File: config.mk
export PLATFORM = sky130hd
export DESIGN_NAME = shared_pool_message_queues
export DESIGN_NICKNAME = d
export VERILOG_FILES = /design/src/hdl/spmq_pkg.sv /design/src/hdl/spmq_ctrl.sv /design/src/hdl/spmq_datapath.sv /design/src/hdl/shared_pool_message_queues.sv
export SDC_FILE = /design/constraint.sdc
export NUM_CORES = 2
export LEC_CHECK = 0
export ABC_AREA = 1
export BUFFER_PORTS_ARGS = -buffer_cell sky130_fd_sc_hd__buf_2
export CAP_MARGIN = 25
export CORE_ASPECT_RATIO = 0.75
export CORE_UTILIZATION = 40
export DETAILED_ROUTE_END_ITERATION = 8
export PLACE_DENSITY = 0.53
export SKIP_CTS_REPAIR_TIMING = 1
export SYNTH_ARGS = -nofsm -noshare
export SYNTH_HDL_FRONTEND = slang
export SYNTH_SLANG_ARGS = --single-unit
File: constraint.sdc
create_clock -name clock -period 13.4 [get_ports clock]
set_input_delay 2.68 -clock clock [delete_from_list [all_inputs] [get_ports clock]]
set_output_delay 2.68 -clock clock [all_outputs]
set_load 0.02 [all_outputs]
File: src/hdl/spmq_pkg.sv
// shared types and codes for the shared-pool message queues
package spmq_pkg;

   localparam logic [1:0] CMD_SEND = 2'd0;
   localparam logic [1:0] CMD_READ = 2'd1;

   localparam logic [1:0] STAT_DONE  = 2'd0;
   localparam logic [1:0] STAT_FULL  = 2'd1;
   localparam logic [1:0] STAT_EMPTY = 2'd2;

   localparam int NEAR_MARGIN = 4;

   typedef enum logic [1:0] {
      ST_IDLE,
      ST_SCAN,
      ST_DRAIN,
      ST_COMMIT
   } state_type;

   typedef struct packed {
      logic start;
      logic issue;
      logic commit;
   } ctl_cmd_type;

   typedef struct packed {
      logic last_addr;
   } ctl_stat_type;

endpackage

File: src/hdl/spmq_ctrl.sv
// sequencer for the slot scan and the commit step
module spmq_ctrl (
   input  logic                 clock,
   input  logic                 reset,
   input  logic                 req_valid,
   output logic                 req_stall,
   output logic                 rsp_valid,
   input  logic                 rsp_stall,
   input  spmq_pkg::ctl_stat_type ctl_stat,
   output spmq_pkg::ctl_cmd_type  ctl_cmd
);
   import spmq_pkg::*;

   state_type state_ff;
   state_type state_in;
   logic      rsp_valid_ff;
   logic      rsp_valid_in;

   always_ff @(posedge clock) begin
      if (reset) begin
         state_ff     <= ST_IDLE;
         rsp_valid_ff <= 1'b0;
      end else begin
         state_ff     <= state_in;
         rsp_valid_ff <= rsp_valid_in;
      end
   end

   always_comb begin
      state_in       = state_ff;
      ctl_cmd.start  = 1'b0;
      ctl_cmd.issue  = 1'b0;
      ctl_cmd.commit = 1'b0;
      req_stall      = 1'b1;
      case (state_ff)
         ST_IDLE: begin
            req_stall = 1'b0;
            if (req_valid) begin
               ctl_cmd.start = 1'b1;
               state_in      = ST_SCAN;
            end
         end
         ST_SCAN: begin
            ctl_cmd.issue = 1'b1;
            if (ctl_stat.last_addr) begin
               state_in = ST_DRAIN;
            end
         end
         ST_DRAIN: begin
            // last slot row is folded in at this edge
            state_in = ST_COMMIT;
         end
         ST_COMMIT: begin
            if (!rsp_valid_ff || !rsp_stall) begin
               ctl_cmd.commit = 1'b1;
               state_in       = ST_IDLE;
            end
         end
         default: begin
            state_in = ST_IDLE;
         end
      endcase
      rsp_valid_in = ctl_cmd.commit | (rsp_valid_ff & rsp_stall);
   end

   assign rsp_valid = rsp_valid_ff;

endmodule

File: src/hdl/spmq_datapath.sv
// slot store, scan accumulators, counters and result register
module spmq_datapath #(
   parameter int SLOTS       = 16,
   parameter int DATA_BITS   = 64,
   parameter int HANDLE_BITS = 8,
   parameter int SEQ_BITS    = 32
) (
   input  logic                         clock,
   input  logic                         reset,
   input  spmq_pkg::ctl_cmd_type        ctl_cmd,
   output spmq_pkg::ctl_stat_type       ctl_stat,
   input  logic [1:0]                   req_command,
   input  logic [HANDLE_BITS-1:0]       req_handle,
   input  logic [DATA_BITS-1:0]         req_msg_data,
   output logic [1:0]                   rsp_status,
   output logic [DATA_BITS-1:0]         rsp_read_data,
   output logic [$clog2(SLOTS+1)-1:0]   rsp_msg_count,
   output logic [$clog2(SLOTS+1)-1:0]   rsp_slots_used,
   output logic [$clog2(SLOTS+1)-1:0]   rsp_slots_used_peak,
   output logic                         rsp_nearly_full
);
   import spmq_pkg::*;

   localparam int IDX_BITS = $clog2(SLOTS);
   localparam int CNT_BITS = $clog2(SLOTS+1);
   localparam int ROW_BITS = HANDLE_BITS + SEQ_BITS + DATA_BITS;

   // slot rows: owner, sequence, message
   logic [ROW_BITS-1:0]    mem [SLOTS];
   logic [ROW_BITS-1:0]    row_ff;
   logic [SLOTS-1:0]       slot_valid_ff;
   logic [SLOTS-1:0]       slot_valid_in;

   logic [1:0]             cmd_ff;
   logic [HANDLE_BITS-1:0] handle_ff;
   logic [DATA_BITS-1:0]   data_ff;

   logic [IDX_BITS-1:0]    scan_idx_ff;
   logic [IDX_BITS-1:0]    scan_idx_in;
   logic                   pend_ff;
   logic [IDX_BITS-1:0]    pend_idx_ff;
   logic                   pend_valid_ff;

   logic [CNT_BITS-1:0]    cnt_ff,         cnt_in;
   logic                   free_found_ff,  free_found_in;
   logic [IDX_BITS-1:0]    free_idx_ff,    free_idx_in;
   logic [SEQ_BITS-1:0]    max_seq_ff,     max_seq_in;
   logic                   pick_found_ff,  pick_found_in;
   logic [IDX_BITS-1:0]    pick_idx_ff,    pick_idx_in;
   logic [SEQ_BITS-1:0]    pick_seq_ff,    pick_seq_in;
   logic [DATA_BITS-1:0]   pick_data_ff,   pick_data_in;

   logic [CNT_BITS-1:0]    used_ff,        used_in;
   logic [CNT_BITS-1:0]    peak_ff,        peak_in;

   logic [1:0]             status_in;
   logic [DATA_BITS-1:0]   read_data_in;
   logic [CNT_BITS-1:0]    msg_count_in;
   logic                   nearly_full_in;

   logic [1:0]             status_ff;
   logic [DATA_BITS-1:0]   read_data_ff;
   logic [CNT_BITS-1:0]    msg_count_ff;
   logic [CNT_BITS-1:0]    slots_used_ff;
   logic [CNT_BITS-1:0]    slots_used_peak_ff;
   logic                   nearly_full_ff;

   logic [HANDLE_BITS-1:0] row_owner;
   logic [SEQ_BITS-1:0]    row_seq;
   logic [DATA_BITS-1:0]   row_msg;
   logic                   row_match;
   logic                   send_ok;
   logic                   read_ok;
   logic [ROW_BITS-1:0]    new_row;

   assign row_owner = row_ff[ROW_BITS-1 -: HANDLE_BITS];
   assign row_seq   = row_ff[DATA_BITS +: SEQ_BITS];
   assign row_msg   = row_ff[DATA_BITS-1:0];
   assign row_match = pend_ff && pend_valid_ff && (row_owner == handle_ff);

   assign send_ok = (cmd_ff == CMD_SEND) && free_found_ff;
   assign read_ok = (cmd_ff == CMD_READ) && pick_found_ff;
   assign new_row = {handle_ff, max_seq_ff + SEQ_BITS'(1), data_ff};

   assign ctl_stat.last_addr = (scan_idx_ff == IDX_BITS'(SLOTS-1));

   // per-slot fold of count, first free slot, newest and oldest of the handle
   always_comb begin
      scan_idx_in   = scan_idx_ff;
      cnt_in        = cnt_ff;
      free_found_in = free_found_ff;
      free_idx_in   = free_idx_ff;
      max_seq_in    = max_seq_ff;
      pick_found_in = pick_found_ff;
      pick_idx_in   = pick_idx_ff;
      pick_seq_in   = pick_seq_ff;
      pick_data_in  = pick_data_ff;
      if (ctl_cmd.start) begin
         scan_idx_in   = '0;
         cnt_in        = '0;
         free_found_in = 1'b0;
         max_seq_in    = '0;
         pick_found_in = 1'b0;
      end else begin
         if (ctl_cmd.issue) begin
            scan_idx_in = scan_idx_ff + IDX_BITS'(1);
         end
         if (pend_ff && !pend_valid_ff && !free_found_ff) begin
            free_found_in = 1'b1;
            free_idx_in   = pend_idx_ff;
         end
         if (row_match) begin
            cnt_in = cnt_ff + CNT_BITS'(1);
            if (row_seq > max_seq_ff) begin
               max_seq_in = row_seq;
            end
            if (!pick_found_ff || (row_seq < pick_seq_ff)) begin
               pick_found_in = 1'b1;
               pick_idx_in   = pend_idx_ff;
               pick_seq_in   = row_seq;
               pick_data_in  = row_msg;
            end
         end
      end
   end

   // commit step
   always_comb begin
      slot_valid_in = slot_valid_ff;
      used_in       = used_ff;
      status_in     = STAT_DONE;
      read_data_in  = '0;
      msg_count_in  = cnt_ff;
      if (cmd_ff == CMD_SEND) begin
         if (free_found_ff) begin
            slot_valid_in[free_idx_ff] = 1'b1;
            used_in                    = used_ff + CNT_BITS'(1);
            msg_count_in               = cnt_ff + CNT_BITS'(1);
         end else begin
            status_in = STAT_FULL;
         end
      end else if (cmd_ff == CMD_READ) begin
         if (pick_found_ff) begin
            slot_valid_in[pick_idx_ff] = 1'b0;
            read_data_in               = pick_data_ff;
            msg_count_in               = cnt_ff - CNT_BITS'(1);
            if (used_ff != '0) begin
               used_in = used_ff - CNT_BITS'(1);
            end
         end else begin
            status_in = STAT_EMPTY;
         end
      end
      peak_in = (send_ok && (used_in > peak_ff)) ? used_in : peak_ff;
      nearly_full_in = (used_in >= CNT_BITS'(SLOTS - NEAR_MARGIN));
   end

   always_ff @(posedge clock) begin
      if (reset) begin
         slot_valid_ff <= '0;
         used_ff       <= '0;
         peak_ff       <= '0;
         pend_ff       <= 1'b0;
         scan_idx_ff   <= '0;
         free_found_ff <= 1'b0;
         pick_found_ff <= 1'b0;
      end else begin
         pend_ff       <= ctl_cmd.issue;
         scan_idx_ff   <= scan_idx_in;
         free_found_ff <= free_found_in;
         pick_found_ff <= pick_found_in;
         if (ctl_cmd.commit) begin
            slot_valid_ff <= slot_valid_in;
            used_ff       <= used_in;
            peak_ff       <= peak_in;
         end
      end
   end

   always_ff @(posedge clock) begin
      if (ctl_cmd.start) begin
         cmd_ff    <= req_command;
         handle_ff <= req_handle;
         data_ff   <= req_msg_data;
      end
      if (ctl_cmd.issue) begin
         pend_idx_ff   <= scan_idx_ff;
         pend_valid_ff <= slot_valid_ff[scan_idx_ff];
      end
      cnt_ff       <= cnt_in;
      free_idx_ff  <= free_idx_in;
      max_seq_ff   <= max_seq_in;
      pick_idx_ff  <= pick_idx_in;
      pick_seq_ff  <= pick_seq_in;
      pick_data_ff <= pick_data_in;
      if (ctl_cmd.commit) begin
         status_ff          <= status_in;
         read_data_ff       <= read_data_in;
         msg_count_ff       <= msg_count_in;
         slots_used_ff      <= used_in;
         slots_used_peak_ff <= peak_in;
         nearly_full_ff     <= nearly_full_in;
      end
   end

   // slot memory, one write port and one registered read port
   always_ff @(posedge clock) begin
      if (ctl_cmd.commit && send_ok) begin
         mem[free_idx_ff] <= new_row;
      end
      if (ctl_cmd.issue) begin
         row_ff <= mem[scan_idx_ff];
      end
   end

   assign rsp_status          = status_ff;
   assign rsp_read_data       = read_data_ff;
   assign rsp_msg_count       = msg_count_ff;
   assign rsp_slots_used      = slots_used_ff;
   assign rsp_slots_used_peak = slots_used_peak_ff;
   assign rsp_nearly_full     = nearly_full_ff;

endmodule

File: src/hdl/shared_pool_message_queues.sv
// top level: message queues that share one pool of slots
// each item scans every slot once, one slot per cycle through the slot memory read port
// items are taken one at a time: a new item is accepted only in idle, after the last one has committed
// the result register lets the next item be accepted while a result waits to be taken
// synchronous active-high reset frees all slots and clears occupancy and peak, no sweep needed
module shared_pool_message_queues #(
   parameter int SLOTS       = 16,
   parameter int DATA_BITS   = 64,
   parameter int HANDLE_BITS = 8,
   parameter int SEQ_BITS    = 32
) (
   input  logic                         clock,
   input  logic                         reset,
   input  logic                         req_valid,
   output logic                         req_stall,
   input  logic [1:0]                   req_command,
   input  logic [HANDLE_BITS-1:0]       req_handle,
   input  logic [DATA_BITS-1:0]         req_msg_data,
   output logic                         rsp_valid,
   input  logic                         rsp_stall,
   output logic [1:0]                   rsp_status,
   output logic [DATA_BITS-1:0]         rsp_read_data,
   output logic [$clog2(SLOTS+1)-1:0]   rsp_msg_count,
   output logic [$clog2(SLOTS+1)-1:0]   rsp_slots_used,
   output logic [$clog2(SLOTS+1)-1:0]   rsp_slots_used_peak,
   output logic                         rsp_nearly_full
);
   import spmq_pkg::*;

   ctl_cmd_type  ctl_cmd;
   ctl_stat_type ctl_stat;

   spmq_ctrl u_ctrl (
      .clock     (clock),
      .reset     (reset),
      .req_valid (req_valid),
      .req_stall (req_stall),
      .rsp_valid (rsp_valid),
      .rsp_stall (rsp_stall),
      .ctl_stat  (ctl_stat),
      .ctl_cmd   (ctl_cmd)
   );

   spmq_datapath #(
      .SLOTS       (SLOTS),
      .DATA_BITS   (DATA_BITS),
      .HANDLE_BITS (HANDLE_BITS),
      .SEQ_BITS    (SEQ_BITS)
   ) u_datapath (
      .clock               (clock),
      .reset               (reset),
      .ctl_cmd             (ctl_cmd),
      .ctl_stat            (ctl_stat),
      .req_command         (req_command),
      .req_handle          (req_handle),
      .req_msg_data        (req_msg_data),
      .rsp_status          (rsp_status),
      .rsp_read_data       (rsp_read_data),
      .rsp_msg_count       (rsp_msg_count),
      .rsp_slots_used      (rsp_slots_used),
      .rsp_slots_used_peak (rsp_slots_used_peak),
      .rsp_nearly_full     (rsp_nearly_full)
   );

endmodule

==> impl_metrics.tcl <==
set metrics [dict create \
    vias 49230 \
    die_h_um 394.2 \
    numCtsBuffers 198 \
    start_kind "input pin" \
    hold_path.class "reg2reg" \
    coreArea_um2 203300 \
    synthTopCellsByCount "2033 x edfxtp_1, 991 x nor2_1, 865 x o21ai_0" \
    die_w_um 525.0 \
    dr.pass1.iters 6 \
    crit_path_end_kind "flop" \
    htreeDepth 4 \
    drv_cap 0 \
    hp-start "u_datapath.row_ff[31]" \
    hold_viol_final 0 \
    powerDensity_nw_per_um2 167.7 \
    syn_inst 6028 \
    max_slew_margin_pct 28.32 \
    status "complete, no violations" \
    synth_edf_count 2033 \
    synth_cell_types 48 \
    initial_core_util_pct 40.36 \
    synth_seq_cells 2106 \
    final_cells 8983 \
    yosysSeqAreaShare_pct 76.19 \
    required_ns 13.85 \
    cts_sinks 2106 \
    final_antenna_net_count 0 \
    crit_start "rsp_stall" \
    synth.area.top_cells "edfxtp_1 74%, o21ai_0 5.3%, nor2_1 4.5%, o22ai_1 1.9%, o221ai_1 1.8%" \
    synth_fp_nets 6185 \
    hpwl_um 109100 \
    wl_per_cell_um 23.66 \
    synth_top_area_share_pct 74.41 \
    fp-row-count 143 \
    fillers 18120 \
    clock_insertion_delay_worst_skew_ns 0.86 \
    antenna_found_initial 0 \
    rsz0062_at_grt "no" \
    grt_max_degree 226 \
    synth_most_common_cell "edfxtp_1" \
    drt_wl_total_um 212500 \
    syn_area_um2 82040 \
    clock-root-buffer "clkbuf_16" \
    cts_tree "done" \
    synthFlopType "edfxtp_1" \
    postSynth.asyncResetShare_pct 0 \
    tightest_slew_ns 1.075 \
    grt_remaining_overflow 0 \
    drcViolationCount 0 \
    area_growth_pct 12.08 \
    synth_top_area_cell "edfxtp_1" \
    finalSetupTns_ns 0 \
    io_buffer_count 161 \
    dieArea_um2 206900 \
    path_class "in2reg" \
    clk_pin_slew_ns 0.06 \
    gp_congestion 0.8254 \
    yosysWarnings 0 \
    skew_ns 0.03782 \
    fin_crit_sh_pct 40.15 \
    grt_pass1_wl_um 315900 \
    cts_buffer_depth 3 \
    grtUsageTotal_pct 20.29 \
    setup_violations 0 \
    arrival_ns 5.83 \
    r2r-start "u_datapath.scan_idx_ff[0]" \
    layout-drive-gt1-share_pct 9.811 \
    place_inst 8603 \
    grt_pass1_vias 47250 \
    clock.fmax_mhz 185.9 \
    total_power_uw 15420 \
    worstPathMaxFanout 45 \
    via_per_inst 5.481 \
    fin_nets 6290 \
    vdd_drop_max_mv 0.1546 \
    holdPathStages 0 \
    cellLeakagePower_uw 0.02984 \
    r2r_cells 8 \
    io_pins 162 \
    worst_hold_slack_ns 0.3992 \
    drt-initial-drc-count 5075 \
    finalMaxSlewViolations 0 \
    period_needed_ns 5.380 \
    avgSynthCellArea_um2 13.61 \
]
[layout by cell type (no fill, tap or decap), drive strengths merged, types with 10 or more instances in the layout]
cell type,Yosys,routed
a211oi,10,10
o221ai,171,171
o211ai,41,41
o22ai,248,248
inv,264,274
o21ai,874,874
nor3,42,42
bufinv,0,14
a21oi,97,97
nor2,1003,1003
buf,142,270
xor2,36,36
nand2,394,394
nand4,14,14
edfxtp,2033,2033
clkinv,4,90
nand3,241,241
clkbuf,223,251
dfxtp,73,73
ha,79,79
[flip-flops by register name, summed over array words and instances (netlist names), 16 cells and up]
name	count
u_datapath.slot_valid_ff	16
u_datapath.max_seq_ff	32
u_datapath.row_ff	104
u_datapath.data_ff	64
u_datapath.pick_data_ff	64
u_datapath.rsp_read_data	64
u_datapath.mem	1664
u_datapath.pick_seq_ff	32
[power breakdown]
group	internal, µW	leakage [µW]	switching (µW)	total (µW)
sequential	7680	0.0182	360	8050
combinational	484	0.00852	1340	1820
clock	3050	0.00309	2510	5560
[routing by layer]
layer,track usage (%),share of wire [%],vias to the layer above
li1,-,-,22540
met1,31.53,49,24960
met2,30.30,44,1503
met3,2.922,5.8,225
met4,3.698,1.4,0
met5,0,0,-
[area by class of cell]
| cell class | instances | area (µm²) | share of cell area [%] |
|---|---|---|---|
| Multi-Input combinational cell | 3289 | 16860 | 18.34 |
| Sequential cell | 2106 | 62520 | 67.99 |
| Timing Repair Buffer | 270 | 1769 | 1.924 |
| Clock buffer | 251 | 5224 | 5.681 |
| Clock inverter | 115 | 1136 | 1.235 |
| Tap cell | 2682 | 3356 | 3.649 |
| Inverter | 268 | 1079 | 1.173 |
| Antenna cell | 2 | 5.005 | 0.005443 |
[worst paths after layout]
path	slack, ns	to
worst max register to register	8.47	u_datapath.row_ff[48]
worst min-delay path	0.40	u_datapath.pick_data_ff[31]
worst max-delay path	8.02	u_datapath.mem[11][79]
worst min register to register	0.40	u_datapath.pick_data_ff[31]
[logic make-up (layout without fill, tap and decap cells)]
kind of cell	Yosys count	count (layout)	share of synthesized area [%]
fa+ha+maj	79	79	1.205
simple gates	1709	1709	8.511
xor+xnor	38	38	0.4148
flops	2106	2106	76.19
other cells	0	2	0
buf+inv	633	904	3.355
compound gates	1463	1463	10.32
[worst max-delay path, cell delays in order]
cell and delay, ns:
buf_2 0.09, nand2_1 0.09, nand2_1 0.46, nor2_4 0.41, inv_2 0.18, nor3_2 0.16
buf_4 0.80, buf_4 0.86
[through the flow]
stage	area [µm²]	worst slack, ns	util, %
final	91950	8.020	45.24
after global routing	91950	7.833	45.24
after CTS	91800	8.038	45.16
after detailed placement	85440	7.087	42.04
after global placement	85280	7.144	41.96
after floorplan	82040	2.395	-
No activity file was read; power rests on OpenSTA's default activity.
